==> src/hw/rtl/rfd_pkg.sv <==
// rfd_pkg: types, codes and the nibble code table for the manchester deframer
// no dependencies; imported by every module of the deframer

package rfd_pkg;

    localparam int RxByteW   = 8;
    localparam int SyncWordW = 24;
    localparam int WindowW   = 32;
    localparam int CountW    = 8;
    localparam int ErrW      = 3;
    localparam int CfgIndexW = 8;
    localparam int CfgDataW  = 24;

    localparam logic [SyncWordW-1:0] SyncWordRst     = 24'h335553;
    localparam logic [RxByteW-1:0]   TrailerCodeRst  = 8'h35;
    localparam logic [RxByteW-1:0]   LostSyncCodeRst = 8'hFF;
    localparam logic [CountW-1:0]    RawCapacityRst  = 8'hFF;

    localparam logic [RxByteW-1:0] ByteZero = 8'h00;
    localparam logic [RxByteW-1:0] ByteOnes = 8'hFF;
    localparam logic [3:0]         NibBad   = 4'hF;

    typedef enum logic [1:0] {
        PH_IDLE = 2'd0,
        PH_SYNC = 2'd1,
        PH_MSG  = 2'd2,
        PH_RSVD = 2'd3
    } phase_t;

    typedef enum logic [ErrW-1:0] {
        ERR_NONE = 3'd0,
        ERR_CLSN = 3'd1,
        ERR_SYNC = 3'd2,
        ERR_MANC = 3'd3,
        ERR_OVER = 3'd4
    } err_t;

    typedef enum logic [CfgIndexW-1:0] {
        CFG_SYNC_WORD      = 8'd0,
        CFG_TRAILER_CODE   = 8'd1,
        CFG_LOST_SYNC_CODE = 8'd2,
        CFG_RAW_CAPACITY   = 8'd3
    } cfg_index_t;

    typedef struct packed {
        logic [SyncWordW-1:0] sync_word;
        logic [RxByteW-1:0]   trailer_code;
        logic [RxByteW-1:0]   lost_sync_code;
        logic [CountW-1:0]    raw_capacity;
    } cfg_t;

    typedef struct packed {
        phase_t               phase;
        logic [WindowW-1:0]   window;
        logic [CountW-1:0]    count;
        logic                 toggle;
        logic [RxByteW-1:0]   partial;
    } frame_state_t;

    typedef struct packed {
        logic               byte_valid;
        logic [RxByteW-1:0] decoded_byte;
        logic               frame_end;
        err_t               error_code;
        logic [CountW-1:0]  raw_count;
        logic               in_frame;
    } result_t;

    // 4-bit code to 2 data bits, NibBad for codes that are not valid
    function automatic logic [3:0] nib_decode(input logic [3:0] code);
        logic [3:0] val;
        case (code)
            4'h5:    val = 4'h3;
            4'h6:    val = 4'h2;
            4'h9:    val = 4'h1;
            4'hA:    val = 4'h0;
            default: val = NibBad;
        endcase
        return val;
    endfunction

endpackage

==> src/hw/rtl/rfd_cfg.sv <==
// rfd_cfg: configuration registers of the deframer, written through a plain write port
// depends on rfd_pkg

module rfd_cfg import rfd_pkg::*; (
    input  logic                 aclk,
    input  logic                 aresetn,
    input  logic                 cfg_we,
    input  logic [CfgIndexW-1:0] cfg_index,
    input  logic [CfgDataW-1:0]  cfg_wdata,
    output cfg_t                 cfg
);

    cfg_t cfg_reg;

    always_ff @(posedge aclk) begin
        if (!aresetn) begin
            cfg_reg.sync_word      <= SyncWordRst;
            cfg_reg.trailer_code   <= TrailerCodeRst;
            cfg_reg.lost_sync_code <= LostSyncCodeRst;
            cfg_reg.raw_capacity   <= RawCapacityRst;
        end else if (cfg_we) begin
            case (cfg_index)
                CFG_SYNC_WORD:      cfg_reg.sync_word      <= cfg_wdata[SyncWordW-1:0];
                CFG_TRAILER_CODE:   cfg_reg.trailer_code   <= cfg_wdata[RxByteW-1:0];
                CFG_LOST_SYNC_CODE: cfg_reg.lost_sync_code <= cfg_wdata[RxByteW-1:0];
                CFG_RAW_CAPACITY:   cfg_reg.raw_capacity   <= cfg_wdata[CountW-1:0];
                default: ;
            endcase
        end
    end

    assign cfg = cfg_reg;

endmodule

==> src/hw/rtl/rfd_step.sv <==
// rfd_step: per-byte deframing logic, next frame state and result from one raw byte
// depends on rfd_pkg

module rfd_step import rfd_pkg::*; (
    input  frame_state_t       cur,
    input  cfg_t               cfg,
    input  logic [RxByteW-1:0] rx_byte,
    output frame_state_t       nxt,
    output result_t            res
);

    logic [WindowW-1:0] shifted;
    logic [WindowW-1:0] merged;
    logic [3:0]         hi;
    logic [3:0]         lo;
    logic               frame_end;
    err_t               err;
    logic               byte_valid;
    logic [RxByteW-1:0] dbyte;
    frame_state_t       upd;

    assign shifted = {cur.window[WindowW-9:0], 8'h00};
    assign merged  = {cur.window[WindowW-9:0], rx_byte};
    assign hi      = nib_decode(rx_byte[7:4]);
    assign lo      = nib_decode(rx_byte[3:0]);

    always_comb begin
        upd        = cur;
        frame_end  = 1'b0;
        err        = ERR_NONE;
        byte_valid = 1'b0;
        dbyte      = '0;
        case (cur.phase)
            PH_IDLE: begin
                upd.window = {{(WindowW-RxByteW){1'b0}}, rx_byte};
                if (rx_byte == cfg.sync_word[SyncWordW-1 -: RxByteW]) begin
                    upd.phase = PH_SYNC;
                end
            end
            PH_SYNC: begin
                if (rx_byte == ByteZero || rx_byte == ByteOnes
                        || shifted[WindowW-1 -: 8] != 8'h00) begin
                    upd.phase  = PH_IDLE;
                    upd.window = shifted;
                end else begin
                    upd.window = merged;
                    if (merged == {8'h00, cfg.sync_word}) begin
                        upd.phase   = PH_MSG;
                        upd.count   = '0;
                        upd.toggle  = 1'b0;
                        upd.partial = '0;
                    end
                end
            end
            PH_MSG: begin
                if (rx_byte == ByteZero) begin
                    frame_end = 1'b1;
                    err       = ERR_CLSN;
                end else if (rx_byte == cfg.lost_sync_code) begin
                    frame_end = 1'b1;
                    err       = ERR_SYNC;
                end else if (rx_byte == cfg.trailer_code) begin
                    frame_end = 1'b1;
                end else begin
                    upd.count = cur.count + CountW'(1);
                    if (hi == NibBad || lo == NibBad) begin
                        frame_end = 1'b1;
                        err       = ERR_MANC;
                    end else begin
                        upd.partial = {cur.partial[3:0], hi[1:0], lo[1:0]};
                        upd.toggle  = ~cur.toggle;
                        if (cur.toggle) begin
                            byte_valid = 1'b1;
                            dbyte      = upd.partial;
                        end
                    end
                end
            end
            default: begin
                upd.phase = PH_IDLE;
            end
        endcase
        // overrun once the stored count reaches capacity
        if (upd.phase == PH_MSG && !frame_end && upd.count >= cfg.raw_capacity) begin
            frame_end = 1'b1;
            err       = ERR_OVER;
        end
    end

    always_comb begin
        res.byte_valid   = byte_valid;
        res.decoded_byte = dbyte;
        res.frame_end    = frame_end;
        res.error_code   = err;
        res.raw_count    = (upd.phase == PH_MSG) ? upd.count : '0;
        if (frame_end) begin
            nxt.phase   = PH_IDLE;
            nxt.window  = '0;
            nxt.count   = '0;
            nxt.toggle  = 1'b0;
            nxt.partial = '0;
        end else begin
            nxt = upd;
        end
        res.in_frame = (nxt.phase == PH_MSG);
    end

endmodule

==> src/hw/rtl/radio_frame_rx_manchester_deframer_core.sv <==
// radio_frame_rx_manchester_deframer_core: top level of the receive deframer
// depends on rfd_pkg, rfd_cfg and rfd_step

// Takes one raw radio byte per request and returns one result per byte. A byte is
// held in an input register, run through the combinational deframing logic and
// lands in the result register, so a byte is taken every cycle while results are
// taken; the result is seen only once the byte has left the input register. The frame
// state (phase, sync window, count, nibble toggle, partial byte) advances only as
// a byte moves into the result register. Write configuration only while no
// request is in flight.

module radio_frame_rx_manchester_deframer_core import rfd_pkg::*; (
    input  logic                 aclk,
    input  logic                 aresetn,
    input  logic                 cfg_we,
    input  logic [CfgIndexW-1:0] cfg_index,
    input  logic [CfgDataW-1:0]  cfg_wdata,
    input  logic                 s_valid,
    output logic                 s_ready,
    input  logic [RxByteW-1:0]   s_rx_byte,
    output logic                 m_valid,
    input  logic                 m_ready,
    output logic                 m_byte_valid,
    output logic [RxByteW-1:0]   m_decoded_byte,
    output logic                 m_frame_end,
    output logic [ErrW-1:0]      m_error_code,
    output logic [CountW-1:0]    m_raw_count,
    output logic                 m_in_frame
);

    cfg_t               cfg;
    logic               in_valid_reg;
    logic [RxByteW-1:0] in_byte_reg;
    logic               out_valid_reg;
    result_t            out_reg;
    frame_state_t       state_reg;
    frame_state_t       state_next;
    result_t            res;
    logic               advance;

    rfd_cfg u_cfg (
        .aclk      (aclk),
        .aresetn   (aresetn),
        .cfg_we    (cfg_we),
        .cfg_index (cfg_index),
        .cfg_wdata (cfg_wdata),
        .cfg       (cfg)
    );

    rfd_step u_step (
        .cur     (state_reg),
        .cfg     (cfg),
        .rx_byte (in_byte_reg),
        .nxt     (state_next),
        .res     (res)
    );

    assign advance = in_valid_reg && (!out_valid_reg || m_ready);
    assign s_ready = !in_valid_reg || advance;

    always_ff @(posedge aclk) begin
        if (!aresetn) begin
            in_valid_reg <= 1'b0;
        end else if (s_ready) begin
            in_valid_reg <= s_valid;
        end
    end

    always_ff @(posedge aclk) begin
        if (s_ready && s_valid) begin
            in_byte_reg <= s_rx_byte;
        end
    end

    always_ff @(posedge aclk) begin
        if (!aresetn) begin
            state_reg.phase   <= PH_IDLE;
            state_reg.window  <= '0;
            state_reg.count   <= '0;
            state_reg.toggle  <= 1'b0;
            state_reg.partial <= '0;
        end else if (advance) begin
            state_reg <= state_next;
        end
    end

    always_ff @(posedge aclk) begin
        if (!aresetn) begin
            out_valid_reg <= 1'b0;
        end else if (advance) begin
            out_valid_reg <= 1'b1;
        end else if (m_ready) begin
            out_valid_reg <= 1'b0;
        end
    end

    always_ff @(posedge aclk) begin
        if (advance) begin
            out_reg <= res;
        end
    end

    assign m_valid        = out_valid_reg;
    assign m_byte_valid   = out_reg.byte_valid;
    assign m_decoded_byte = out_reg.decoded_byte;
    assign m_frame_end    = out_reg.frame_end;
    assign m_error_code   = out_reg.error_code;
    assign m_raw_count    = out_reg.raw_count;
    assign m_in_frame     = out_reg.in_frame;

endmodule
==> config.mk <==
export PLATFORM = sky130hd
export DESIGN_NAME = radio_frame_rx_manchester_deframer_core
export DESIGN_NICKNAME = d
export VERILOG_FILES = /design/src/hw/rtl/rfd_pkg.sv /design/src/hw/rtl/rfd_cfg.sv /design/src/hw/rtl/rfd_step.sv /design/src/hw/rtl/radio_frame_rx_manchester_deframer_core.sv
export SDC_FILE = /design/constraint.sdc
export NUM_CORES = 1
export LEC_CHECK = 0
export BUFFER_PORTS_ARGS = -buffer_cell sky130_fd_sc_hd__buf_2
export CAP_MARGIN = 20
export CORE_ASPECT_RATIO = 0.75
export CORE_UTILIZATION = 52
export DETAILED_ROUTE_END_ITERATION = 6
export PLACE_DENSITY = 0.77
export SLEW_MARGIN = 30
export SYNTH_ARGS = -nofsm -noshare
export SYNTH_HDL_FRONTEND = slang
export SYNTH_SLANG_ARGS = --single-unit
==> constraint.sdc <==
create_clock -name aclk -period 3.3 [get_ports aclk]
set_input_delay 0.165 -clock aclk [delete_from_list [all_inputs] [get_ports aclk]]
set_output_delay 0.165 -clock aclk [all_outputs]
set_load 0.02 [all_outputs]
### Yosys cells after proc, flatten, opt, wreduce, memory -nomap -nowiden

Cells that the tools add are included.

* bits in registers: 119
* bits in latches: 0
* RAM bits: 0
* ROM bits: 0
* input bits: 45
* output and inout port bits: 24
* logic and storage cells: 110
* memories: 0

* add/subtract/negate cells: 1
* multipliers: 0
* div/mod/pow operators: 0
* magnitude comparators: 1
* eq/ne operators: 28
* shifts and indexed selects: 0
* muxes and demuxes: 29
* bitwise operators: 2
* reductions and logical operators: 29

Operators by type and width (count)
* 2-to-1 mux 17 bit: 5
* one-hot mux 32 bit (2 select lines): 1
* 2-to-1 mux 51 bit: 1
* 2-to-1 mux 34 bit: 1
* one-hot mux 17 bit (2 select lines): 1
* == test 32 x 24 -> 1 bit: 1
* one-hot mux 4 bit (4 select lines): 2
* == test 4 bit (second input constant): 6
* == test 8 bit: 3
* == test 4 x 3 -> 1 bit (second input constant): 4
* == test 8 x 2 -> 1 bit (second input constant): 2
* logical NOT 8 bit: 2
* inequality test 3 x 2 -> 1 bit (second input constant): 5
* 2-to-1 mux 3 bit: 4
* AND reduction 2 bit: 5
* 2-to-1 mux 1 bit: 9
* 2-to-1 mux 9 bit: 1
* adder 8 x 1 -> 8 bit (second input constant): 1
* == test 8 x 1 -> 1 bit (second input constant): 1
* == test 8 bit (second input constant): 1
* greater-or-equal comparator 8 bit: 1
* AND reduction 8 bit: 1
* nonzero test 8 bit: 1
* == test 2 bit (second input constant): 3
* other kinds (15): 28

### Longest topological paths before layout

* word-level depth: 15
* depth in mapped cells: 16
* depth with buffers taken out: 14

### Cells and area by module

Synthesis repeated with hierarchy kept, for this count alone.

* cells, all modules: 790
* area total of the unflattened synthesis: 7278.2 sq um

Modules (own cells, without submodules)
* radio_frame_rx_manchester_deframer_core: times used 1, cells each 261, area an instance 3031.7 sq um, seq. area each 1961.9 sq um
* rfd_step: times used 1, cells each 336, area an instance 2219.6 sq um, seq. area each 0.0 sq um
* rfd_cfg: times used 1, cells each 193, area an instance 2026.9 sq um, seq. area each 960.9 sq um

### Worst setup path before layout

Ideal clock, no wire load.

* path kind: flip-flop to flip-flop
* start point: reg in_byte_reg[3]
* end point: reg state_reg[18] in the netlist's numbering
* library setup time: 0.128 ns
* arrival: 3.450 ns
* required time: 3.172 ns
* path slack: -0.278 ns
* stages on the path, launching flop included: 17
* buffers on the path: 2
* period minus slack after synthesis: 3.578 ns
* cells stage by stage: edfxtp_1 -> buf_4 -> xor2_1 -> nor4_1 -> nand4_2 -> o32a_4 -> a21o_1 -> a22oi_1 -> inv_1 -> ha_1 -> a21o_1 -> a211oi_1 -> o31ai_1 -> o211ai_4 -> a31oi_4 -> buf_4 -> o22ai_1

RTL lines
* start: declaration: RTL line radio_frame_rx_manchester_deframer_core.sv:33 `logic [RxByteW-1:0] in_byte_reg;`
* start signal: assignment: RTL line radio_frame_rx_manchester_deframer_core.sv:71 `in_byte_reg <= s_rx_byte;`
* end signal: assignment: RTL line radio_frame_rx_manchester_deframer_core.sv:83 `state_reg <= state_next;`
* end: declaration: RTL line radio_frame_rx_manchester_deframer_core.sv:36 `frame_state_t state_reg;`

### Worst setup path in the final report

* start point: reg state_reg[35] in the netlist's numbering
* end point: reg state_reg[27] in the netlist's numbering

* longest elaborated chain between the ends: 10
* elaborated cells on any way between the ends: 17
* those cells by class: order compare: 1; eq/ne: 2; mux: 8; reduce/logical: 6

Ends and longest elaborated chain
* parallel branches: the longest is 6 deep, another holds greater-or-equal comparator 8 bit
* logical AND 1 bit (*): RTL line rfd_step.sv:84 `if (upd.phase == PH_MSG && !frame_end && upd.count >= cfg.raw_capacity) begin`
* 2-to-1 mux 1 bit (*): RTL line rfd_step.sv:84
* nonzero test 3 bit (no line)
* AND reduction 2 bit (no line)

Mark *: on every way between the ends. The select of a mux whose other input is x is not followed.
A chain may end at the register's enable or synchronous reset.

==> results.sh <==
export IMPL_finalClockSkew_ns=0.0107
export IMPL_grt_pass1_vias=4993
export IMPL_drt_initial_drc_count=396
export IMPL_start_util=0.542
export IMPL_setup_viol=42
export IMPL_reg2reg_slack_ns=-0.41
export IMPL_h_tree_depth=4
export IMPL_synth_edf_count=30
export IMPL_yosysTopAreaCellShare=0.315
export IMPL_min_period_ns=3.71
export IMPL_slowest_delay_ns=0.54
export IMPL_maxSlewHeadroom=0.476
export IMPL_place_ws_ns=-0.409
export IMPL_tightest_slew_ns=0.786
export IMPL_path_buf_inv=2
export IMPL_cp_num_cells=16
export IMPL_fmax_mhz=269
export IMPL_power_density_mw_per_mm2=466
export IMPL_maxCapViolCount=0
export IMPL_ioPinCount=69
export IMPL_grt_antenna_before_repair=0
export IMPL_min_path_cells=3
export IMPL_finalHoldViolCount=0
export IMPL_synth_async_reset_ratio=0
export IMPL_die_area_mm2=0.0113
export IMPL_die_h_um=92.4
export IMPL_critPathCaptureType="flip-flop"
export IMPL_dp_hpwl_mm=10.1
export IMPL_drt_pre_antenna_iters=7
export IMPL_layout_drive_gt1_share=0.332
export IMPL_p_leak_nw=3.45
export IMPL_power_mw=3.71
export IMPL_grt_setup_unrepaired="yes"
export IMPL_grt_pass1_wl_mm=24.4
export IMPL_ys_seq_area_frac=0.474
export IMPL_fin_setup_tns_ns=-14.86
export IMPL_synth_seq_cells=119
export IMPL_areaGrowthSynthToFinish_pct=40.6
export IMPL_cts_clk_slew_worst_paths_ns=0.06
export IMPL_r2r_start="state_reg[35]"
export IMPL_crit_path_start_kind="flip-flop"
export IMPL_reg2reg_to="state_reg[27]"
export IMPL_ir_drop_uv=472
export IMPL_vias=5169
export IMPL_status="finished with violations"
export IMPL_cts_made_buffers=17
export IMPL_worstSetupPathType="flip-flop to flip-flop"
export IMPL_min_delay_start="cfg_wdata[15]"
export IMPL_ant_nets=0
export IMPL_yosysTopAreaCell="dfxtp_1"
export IMPL_r2r_cells=16
export IMPL_syn_nets=651
export IMPL_grtUsageTotal=0.286
export IMPL_cp_slowest_cell="or4_4"
export IMPL_synthesis_area_mm2=0.00566
export IMPL_synth_cells=593
export IMPL_period_share=1.13
export IMPL_wire_per_inst_um=17.4
export IMPL_placementRows=32
export IMPL_avgSynthCellArea_um2=9.55
export IMPL_cp_top_family="compound AO/OA/AOI/OAI gates"
export IMPL_path_cells="or4_4, nor2_4, nand4b_1, o32a_4, a21o_4, a21oi_4, ha_4, nand2b_4, a21o_1, a211oi_2, o31ai_4, o211ai_4, buf_6, buf_6, nand3_4, o22ai_2"
export IMPL_cp_arrival_ns=4.06
export IMPL_dominantRegCellSynth="dfxtp_1"
export IMPL_setup_slack_ns=-0.414
export IMPL_clk_latency_ns=0.42
export IMPL_core_mm2=0.0105
export IMPL_worst_path_most_repeated_cell="buf_6"
export IMPL_place_gp_congestion=0.993
export IMPL_ys_warn_count=0
export IMPL_clkSinkCount=119
export IMPL_fin_nets=828
export IMPL_worstPathRequired_ns=3.64
export IMPL_antenna_cells=0
export IMPL_drc=0
export IMPL_drt_total_wl_mm=16.0
export IMPL_cts_tree="yes"
export IMPL_clockBufferDepth=2
export IMPL_largest_reg_flops=48
export IMPL_synth_area_top_cells="dfxtp_1, edfxtp_1, nand2_1"
export IMPL_numPortBuffers=68
export IMPL_root_buffer="clkbuf_16"
export IMPL_grt_overflow_total=0
export IMPL_slew_viol_final=0
export IMPL_viasPerCell=5.62
export IMPL_hp_class="input port to flip-flop"
export IMPL_whs_ns=0.00603
export IMPL_holdPathEnd="u_cfg.cfg[39]"
export IMPL_failed_checks="setup timing"
export IMPL_die_x_um=123
export IMPL_cp_max_fo=8
export IMPL_grt_max_degree=76
export IMPL_synth_cell_types=62
## worst max path at each step
stage / start / endpoint / slack, ns
4_1_cts: state_reg[37] / state_reg[3] / -0.37
6_report: state_reg[35] / state_reg[27] / -0.41
3_3_place_gp: in_byte_reg[7] / state_reg[35] / -0.36
2_1_floorplan: in_byte_reg[2] / state_reg[18] / -0.05
5_1_grt: in_byte_reg[4] / state_reg[0] / -0.55
3_5_place_dp: in_byte_reg[7] / state_reg[26] / -0.41
## cell usage in the layout, fill, tap and decap left out, drive strengths merged, types with 14 or more instances in the layout
cell,Yosys,final
clkbuf,17,19
o22ai,24,24
dlygate4sd3,0,21
nand3,20,21
edfxtp,30,30
nor2,19,19
mux2i,24,24
nand2,109,109
inv,43,43
nor4,14,14
dfxtp,89,89
buf,13,166
xor2,40,40
## worst min-delay path, stage by stage
cell and delay (ns):
buf_2 0.10, nand2_1 0.05, a21boi_0 0.06
## final cells by class
type / instances / area, µm²
multi-input combinational: 402 / 3000
sequential: 119 / 2690
fill: 650 / 2480
timing repair buffer: 187 / 1340
clock buffer: 19 / 433
clock inverter: 13 / 180
tap: 136 / 170
inverter: 43 / 161
## Yosys cell counts (2+ instances only)
cell,count
a21boi_0,10
a21boi_1,3
a21o_1,4
a21oi_1,6
a2bb2oi_1,3
a31oi_1,3
a32o_1,6
and2_1,11
and3_1,2
buf_2,6
buf_4,6
clkbuf_1,17
dfxtp_1,89
edfxtp_1,30
ha_1,13
inv_1,43
mux2i_1,24
nand2_1,108
nand3_1,19
nand3b_1,2
nand4_1,9
nand4b_1,2
nor2_1,18
nor2b_1,11
nor3_1,7
nor4_1,13
o21a_1,2
o21ai_0,9
o22ai_1,24
o2bb2ai_1,5
o31ai_1,5
or3_1,2
or4_4,2
xnor2_1,12
xor2_1,40
## metrics by stage
stage	cell area (µm²)	util	std cells
floorplan	5710	-	593
global placement	6660	0.637	847
detailed placement	6660	0.637	847
CTS	7760	0.743	915
global route	7970	0.762	919
finish	7970	0.762	919
## power breakdown
| group | internal (mW) | leakage, nW | switching (mW) |
|---|---|---|---|
| registers | 1.52 | 0.995 | 0.0180 |
| logic | 0.113 | 2.16 | 0.139 |
| clock network | 1.26 | 0.293 | 0.661 |
## layer usage
metal  wire, µm  share of wire  GRT usage  vias up
met3       1020          0.064     0.0696       43
met2       7620           0.48      0.458      227
met4        393          0.025     0.0996        0
met5          0              0          0        -
li1           -              -          -     2440
met1       6920           0.43      0.373     2459
## kinds of logic after synthesis
group                    count (synthesis)  share of synthesized area
AO/OA/AOI/OAI                           94                      0.129
flip-flops                             119                      0.474
adder cells (fa/ha/maj)                 13                     0.0287
AND/OR/NAND/NOR                        218                      0.191
XOR/XNOR                                52                     0.0804
buffers and inverters                   73                     0.0550
multiplexers                            24                     0.0424
## repair_timing
item                                    in CTS  in global routing
endpoints found under the hold margin       21                  0
gates resized for setup                     24                 36
setup buffers                               12                  6
cloned                                       3                  0
hold buffers                                21                  0
endpoints found under the setup margin      42                 42
pin swaps                                    8                 19
(Power assumes the default switching activity.)
